`src/hdl/scx_pkg.sv`:
```
// ----------------------------------------------------------------------------
// scx_pkg
// Shared types, character constants and byte classifiers for the spawn call
// id extractor.
// ----------------------------------------------------------------------------
package scx_pkg;

    localparam int unsigned ByteW  = 8;
    localparam int unsigned IdW    = 20;
    localparam int unsigned CountW = 3;

    localparam logic [CountW-1:0] IdDigits = CountW'(6);

    localparam logic [ByteW-1:0] ChS      = 8'h73;  // 's'
    localparam logic [ByteW-1:0] ChP      = 8'h70;  // 'p'
    localparam logic [ByteW-1:0] ChA      = 8'h61;  // 'a'
    localparam logic [ByteW-1:0] ChW      = 8'h77;  // 'w'
    localparam logic [ByteW-1:0] ChN      = 8'h6e;  // 'n'
    localparam logic [ByteW-1:0] ChParen  = 8'h28;  // '('
    localparam logic [ByteW-1:0] ChComma  = 8'h2c;  // ','
    localparam logic [ByteW-1:0] ChSpace  = 8'h20;  // ' '
    localparam logic [ByteW-1:0] ChColon  = 8'h3a;  // ':'
    localparam logic [ByteW-1:0] ChZero   = 8'h30;  // '0'
    localparam logic [ByteW-1:0] ChNine   = 8'h39;  // '9'
    localparam logic [ByteW-1:0] ChLowA   = 8'h61;  // 'a'
    localparam logic [ByteW-1:0] ChLowZ   = 8'h7a;  // 'z'
    localparam logic [ByteW-1:0] ChUpA    = 8'h41;  // 'A'
    localparam logic [ByteW-1:0] ChUpZ    = 8'h5a;  // 'Z'
    localparam logic [ByteW-1:0] ChUnder  = 8'h5f;  // '_'

    typedef enum logic [3:0] {
        PH_IDLE,
        PH_S,
        PH_SP,
        PH_SPA,
        PH_SPAW,
        PH_SPAWN,
        PH_RUN,
        PH_DIG,
        PH_PSP1,
        PH_PCOLON,
        PH_PSP2,
        PH_PDIG
    } t_phase;

    typedef struct packed {
        logic           hit;
        logic [IdW-1:0] found_id;
        logic           second_of_pair;
    } t_result;

    function automatic logic is_dig(input logic [ByteW-1:0] b);
        return (b >= ChZero) && (b <= ChNine);
    endfunction

    function automatic logic is_word(input logic [ByteW-1:0] b);
        return ((b >= ChLowA) && (b <= ChLowZ)) || ((b >= ChUpA) && (b <= ChUpZ))
            || is_dig(b) || (b == ChUnder);
    endfunction

endpackage

```
`src/hdl/scx_match.sv`:
```
// ----------------------------------------------------------------------------
// scx_match
// Byte matcher: tracks the call prefix, skip run, digit groups and the
// " : " pair separator, and flags each completed six-digit id.
// ----------------------------------------------------------------------------
module scx_match
    import scx_pkg::*;
(
    input  logic             i_clk,
    input  logic             i_rst_n,
    input  logic             i_take,
    input  logic [ByteW-1:0] i_text_byte,
    input  logic             i_end_of_text,
    output t_result          o_result
);

    t_phase            r_phase,  n_phase;
    logic              r_prior_word;
    logic [IdW-1:0]    r_value,  n_value;
    logic [CountW-1:0] r_count,  n_count;

    logic              fail;
    logic              b_dig;
    logic [IdW-1:0]    acc_value;
    logic [CountW-1:0] acc_count;
    logic [IdW-1:0]    digit;

    assign b_dig     = is_dig(i_text_byte);
    assign digit     = IdW'(i_text_byte - ChZero);
    assign acc_value = (r_value << 3) + (r_value << 1) + digit;
    assign acc_count = r_count + CountW'(1);

    always_comb begin
        n_phase  = r_phase;
        n_value  = r_value;
        n_count  = r_count;
        fail     = 1'b0;
        o_result = '0;
        case (r_phase)
            PH_S: begin
                if (i_text_byte == ChP) n_phase = PH_SP; else fail = 1'b1;
            end
            PH_SP: begin
                if (i_text_byte == ChA) n_phase = PH_SPA;
                else if (i_text_byte == ChParen) n_phase = PH_RUN;
                else fail = 1'b1;
            end
            PH_SPA: begin
                if (i_text_byte == ChW) n_phase = PH_SPAW; else fail = 1'b1;
            end
            PH_SPAW: begin
                if (i_text_byte == ChN) n_phase = PH_SPAWN; else fail = 1'b1;
            end
            PH_SPAWN: begin
                if (i_text_byte == ChParen) n_phase = PH_RUN; else fail = 1'b1;
            end
            PH_RUN: begin
                if (b_dig) begin
                    n_value = digit;
                    n_count = CountW'(1);
                    n_phase = PH_DIG;
                end else if (i_text_byte == ChComma) begin
                    fail = 1'b1;
                end
            end
            PH_DIG, PH_PDIG: begin
                if (b_dig) begin
                    n_value = acc_value;
                    n_count = acc_count;
                    if (acc_count >= IdDigits) begin
                        o_result.hit            = 1'b1;
                        o_result.found_id       = acc_value;
                        o_result.second_of_pair = (r_phase == PH_PDIG);
                        n_phase = (r_phase == PH_PDIG) ? PH_IDLE : PH_PSP1;
                        n_value = '0;
                        n_count = '0;
                    end
                end else begin
                    fail = 1'b1;
                end
            end
            PH_PSP1: begin
                if (i_text_byte == ChSpace) n_phase = PH_PCOLON; else fail = 1'b1;
            end
            PH_PCOLON: begin
                if (i_text_byte == ChColon) n_phase = PH_PSP2; else fail = 1'b1;
            end
            PH_PSP2: begin
                if (i_text_byte == ChSpace) begin
                    n_phase = PH_PDIG;
                    n_value = '0;
                    n_count = '0;
                end else begin
                    fail = 1'b1;
                end
            end
            default: begin
                fail = 1'b1;
            end
        endcase
        if (fail) begin
            n_value = '0;
            n_count = '0;
            n_phase = (i_text_byte == ChS && !r_prior_word) ? PH_S : PH_IDLE;
        end
    end

    always_ff @(posedge i_clk) begin
        if (!i_rst_n) begin
            r_phase      <= PH_IDLE;
            r_prior_word <= 1'b0;
            r_value      <= '0;
            r_count      <= '0;
        end else if (i_take) begin
            if (i_end_of_text) begin
                r_phase      <= PH_IDLE;
                r_prior_word <= 1'b0;
                r_value      <= '0;
                r_count      <= '0;
            end else begin
                r_phase      <= n_phase;
                r_prior_word <= is_word(i_text_byte);
                r_value      <= n_value;
                r_count      <= n_count;
            end
        end
    end

endmodule

```
`src/hdl/spawn_call_id_extractor_unit.sv`:
```
// ----------------------------------------------------------------------------
// spawn_call_id_extractor_unit
// Scans text bytes for sp( / spawn( calls and emits the six-digit ids that
// follow, with an optional second id after " : ".
// ----------------------------------------------------------------------------
//  channel | handshake                 | payload
//  input   | i_in_valid / o_in_stall   | i_text_byte, i_end_of_text
//  output  | o_out_valid / i_out_stall | o_found_id, o_second_of_pair
//
//  One byte per cycle unless the input stalls; the matcher decides each
//  byte combinationally. An id goes to the output register when its sixth
//  digit is taken, or to a skid register that holds one id while the output
//  is stalled; the input stalls only while that skid register is full.
//  Reset clears the matcher and the hit flags of both result registers.
// ----------------------------------------------------------------------------
module spawn_call_id_extractor_unit
    import scx_pkg::*;
(
    input  logic             i_clk,
    input  logic             i_rst_n,
    input  logic             i_in_valid,
    output logic             o_in_stall,
    input  logic [ByteW-1:0] i_text_byte,
    input  logic             i_end_of_text,
    output logic             o_out_valid,
    input  logic             i_out_stall,
    output logic [IdW-1:0]   o_found_id,
    output logic             o_second_of_pair
);

    t_result r_out, r_skid;
    t_result result;
    logic    take;
    logic    new_hit;
    logic    out_free;

    assign o_in_stall = r_skid.hit;
    assign take       = i_in_valid && !r_skid.hit;
    assign new_hit    = take && result.hit;
    assign out_free   = !r_out.hit || !i_out_stall;

    scx_match u_match (
        .i_clk         (i_clk),
        .i_rst_n       (i_rst_n),
        .i_take        (take),
        .i_text_byte   (i_text_byte),
        .i_end_of_text (i_end_of_text),
        .o_result      (result)
    );

    always_ff @(posedge i_clk) begin
        if (!i_rst_n) begin
            r_out.hit  <= 1'b0;
            r_skid.hit <= 1'b0;
        end else if (out_free) begin
            if (r_skid.hit) begin
                r_out      <= r_skid;
                r_skid.hit <= 1'b0;
            end else if (new_hit) begin
                r_out <= result;
            end else begin
                r_out.hit <= 1'b0;
            end
        end else if (new_hit) begin
            r_skid <= result;
        end
    end

    assign o_out_valid      = r_out.hit;
    assign o_found_id       = r_out.found_id;
    assign o_second_of_pair = r_out.second_of_pair;

endmodule

```
`config.mk`:
```
export PLATFORM = sky130hd
export DESIGN_NAME = spawn_call_id_extractor_unit
export DESIGN_NICKNAME = d
export VERILOG_FILES = /design/src/hdl/scx_pkg.sv /design/src/hdl/scx_match.sv /design/src/hdl/spawn_call_id_extractor_unit.sv
export SDC_FILE = /design/constraint.sdc
export NUM_CORES = 1
export LEC_CHECK = 0
export ABC_AREA = 1
export BUFFER_PORTS_ARGS = -buffer_cell sky130_fd_sc_hd__buf_2
export CORE_AREA = 2 2 96 98
export CTS_BUF_LIST = sky130_fd_sc_hd__clkbuf_4
export DETAILED_ROUTE_END_ITERATION = 6
export DIE_AREA = 0 0 98 100
export PLACE_DENSITY_LB_ADDON = 0.2
export SKIP_LAST_GASP = 1
export SYNTH_ARGS = -nofsm -noshare
export SYNTH_HDL_FRONTEND = slang
export SYNTH_HIERARCHICAL = 1
export SYNTH_SLANG_ARGS = --single-unit
```
`constraint.sdc`:
```
create_clock -name i_clk -period 5.1 [get_ports i_clk]
set_clock_uncertainty 0.05 [all_clocks]
set_input_delay 0.51 -clock i_clk [delete_from_list [all_inputs] [get_ports i_clk]]
set_output_delay 0.51 -clock i_clk [all_outputs]
set_load 0.02 [all_outputs]
```
==> qor.tcl <==
set qor(outcome) {complete, no violations}
set qor(clock_latency_late_sink_ps) 410
set qor(p_comb_frac) 0.288
set qor(drt_first_pass_iters) 5
set qor(met1_usage_grt) 0.422
set qor(grtUsageMet2) 0.456
set qor(initial_utilization) 0.618
set qor(synth.cell_area_sq_um) 5490
set qor(preCtsSetupSlack_ps) 1400
set qor(hold_viol) 0
set qor(async_flop_share) 0
set qor(synthesis.nets) 837
set qor(ys_top_cells_by_area) {edfxtp_1 (23%), nand2_1 (19%), dfxtp_1 (11%)}
set qor(number_of_global_route_vias_before_repair) 4611
set qor(synth_commonest_cells) {nand2_1 (285), inv_1 (93), nor2_1 (84)}
set qor(area_delta_synth_final_pct) 6.76
set qor(path_max_fanout) 13
set qor(root_buffer) {clkbuf_4}
set qor(cts_buffers) 9
set qor(power.internal_mw) 0.891
set qor(dpl.hpwl_mm) 11.3
set qor(io_pins) 36
set qor(max-clock-path-buffers) 2
set qor(swShare) 0.352
set qor(hold_buffers) 0
set qor(power.ir.vdd_worst_mv) 0.175
set qor(seq_power_share) 0.456
set qor(critical-path-slowest-cell) {fa_1}
set qor(post_route_cells_drive_above_1_share) 0.123
set qor(port_buffers) 35
set qor(rows) 35
set qor(crit_top_cell) {nand2_1}
set qor(drt-total-wl_mm) 14.0
set qor(route.antenna.remaining_nets) 0
set qor(antenna_found_initial) 0
set qor(final.period_utilization) 0.654
set qor(worst-setup-path-type) {input port to flip-flop}
set qor(mapped_cells) 782
set qor(grtUsageTotal) 0.289
set qor(postLayoutCoreUtil) 0.660
set qor(use_met3) 0.0446
set qor(cts.clk_slew.worst_paths_ps) 130
set qor(setup_slack_ps) 1770
set qor(numClockSinks) 71
set qor(gp_congestion) 1.04
set qor(postSynth.topFlopCell) {edfxtp_1}
set qor(drv_slew) 0
set qor(antenna_cells_inserted) 0
set qor(synthDominantAreaCellType) {edfxtp_1}
set qor(hp-class) {input port to flip-flop}
set qor(tritoncts) {done}
set qor(pwr-share-clk) 0.255
set qor(drv_cap) 0
set qor(grt_first_pass_wirelength_mm) 22.6
set qor(avgSynthCellArea_sq_um) 7.03
set qor(timing.critical_path.cells) {buf_2, ha_1, nor2_1, buf_4, fa_1, ha_1, nand2_1, inv_1, a21oi_1, nand2_1, nand2_1, nand2_1, a21oi_1, o21bai_1, o21ai_0, a21oi_1, nand2_1, nand2_1}
set qor(stdcell_area_sq_um) 5870
set qor(synth.ff_latch_count) 71
set qor(worstSetupStartpointType) {input port}
set qor(cp.required_ps) 5210
set qor(post_synth_edffs) 42
set qor(drcViolationCount) 0
set qor(rsz0062_at_grt) {false}
set qor(routed_via_density) 5.55
set qor(synthesis.yosys.warnings) 6
set qor(synth_most_common_cell) {nand2_1}
set qor(leakage_nw) 3.01
set qor(ys_types) 42
set qor(die-height_microns) 100
set qor(post-synth-top-area-fraction) 0.230
set qor(grt_remaining_overflow) 0
set qor(drt_first_iter_violations) 404
set qor(cpPeakStageDelay_ps) 450
set qor(total_net_switching_power_mw) 0.485
set qor(grt_max_degree) 30
set qor(cts_repair_resize_count) 0
set qor(floorplan.die.width_microns) 98
set qor(critical_path.endpoint_type) {flip-flop}
set qor(fmaxAchievable_ghz) 0.300
set qor(dr_total_vias) 5168
set qor(detailed_place.area_sq_um) 5730
set qor(power.density_cell_area_nw_per_um2) 235
set qor(post-route-min-period_ps) 3330
set qor(cp.arrival_ps) 3450
set qor(setup_violations) 0
set qor(postCtsSetupRepairBufs) 0
set qor(grt.busiest_layer) {met2}
set qor(wire_per_inst_microns) 15.0
set qor(yosysSeqAreaShare) 0.335
set qor(worst_slew_margin_rel) 0.261
set qor(finish.net_count) 870
set qor(tightest_slew_ps) 1110
set qor(design.die.area_sq_um) 9800
set qor(cts-htree-levels) 3
set qor(hold_slack_ps) 373
set qor(floorplan.core_area_sq_um) 8890
set qor(fin_setup_tns_ps) 0
set qor(fillCellCount) 784
[per-layer routing]
layer  wire length (microns)  part of all wire  vias up
li1                        -                 -     2546
met4                     187             0.013        0
met3                     946             0.068       21
met2                    6320              0.45      210
met5                       0                 0        -
met1                    6540              0.47     2391
[final cells by class]
cell class | instances | area [sq um] | area share
Sequential cell | 71 | 1840 | 0.314
Clock buffer | 10 | 75.1 | 0.0128
Clock inverter | 6 | 62.6 | 0.0107
Inverter | 108 | 405 | 0.0691
Tap cell | 111 | 139 | 0.0237
Multi-Input combinational cell | 587 | 3140 | 0.536
Timing Repair Buffer | 38 | 198 | 0.0337
[critical path, delay by kind of cell]
| family | cells | cell delay [ps] |
|---|---|---|
| buffers and inverters | 3 | 450 |
| AOI/OAI and AO/OA | 5 | 660 |
| adders and majority gates | 3 | 1080 |
| and+or+nand+nor | 7 | 770 |
[metrics by stage]
stage / power, mW / std cells
CTS: 1.37 / 931
global route: 1.45 / 931
floorplan: 0.928 / 782
detailed placement: 1.02 / 915
global placement: 1.02 / 915
finish: 1.38 / 931
[power groups by stage]
stage / Combinational [mW] / Sequential [mW] / Clock (mW)
after global routing: 0.443 / 0.630 / 0.376
after detailed placement: 0.384 / 0.641 / 0
after global placement: 0.377 / 0.640 / 0
after floorplan: 0.292 / 0.637 / 0
final: 0.397 / 0.628 / 0.352
after CTS: 0.386 / 0.628 / 0.357
[final timing paths]
check,depth (start not counted),endpoint,startpoint,slack [ps]
hold / removal,3,o_in_stall$_SDFFE_PP0P_,i_in_valid,370
hold reg to reg,2,u_match/r_count[2]$_SDFFE_PN0P_,u_match/r_count[2]$_SDFFE_PN0P_,430
setup reg to reg,11,o_found_id[8]$_DFFE_PP_,u_match/r_count[1]$_SDFFE_PN0P_,1770
setup / recovery,18,o_found_id[19]$_DFFE_PP_,i_text_byte[4],1770
[cells in the final DEF, fill, tap and decap left out, types with 4 or more instances in the layout]
cell type,n
buf_2,35
nand2_2,7
a21oi_1,33
nor2_1,84
xnor2_1,6
fa_1,17
inv_2,13
nand3_1,48
nor2_2,10
nor3_1,8
nand4_1,13
xor2_1,4
o21ai_0,10
dfxtp_1,29
edfxtp_1,42
nand2_1,285
inv_1,93
nand2_4,4
clkbuf_4,10
ha_1,25
nor2_4,4
[kinds of logic after synthesis]
logic type | count (synthesis) | synth area share
AO/OA/AOI/OAI | 60 | 0.0642
XOR/XNOR | 10 | 0.0159
adder cells (fa/ha/maj) | 42 | 0.119
buffers and inverters | 124 | 0.0934
flip-flops | 71 | 0.335
AND/OR/NAND/NOR | 475 | 0.372
[sequential cells by signal (all words and copies together) (netlist names)]
register	count
o_second_of_pair	1
o_in_stall	1
u_match/r_phase	4
o_found_id	20
u_match/r_value	19
u_match/r_count	3
r_skid	21
u_match/r_prior_word	1
o_out_valid	1
(Power assumes the default switching activity.)
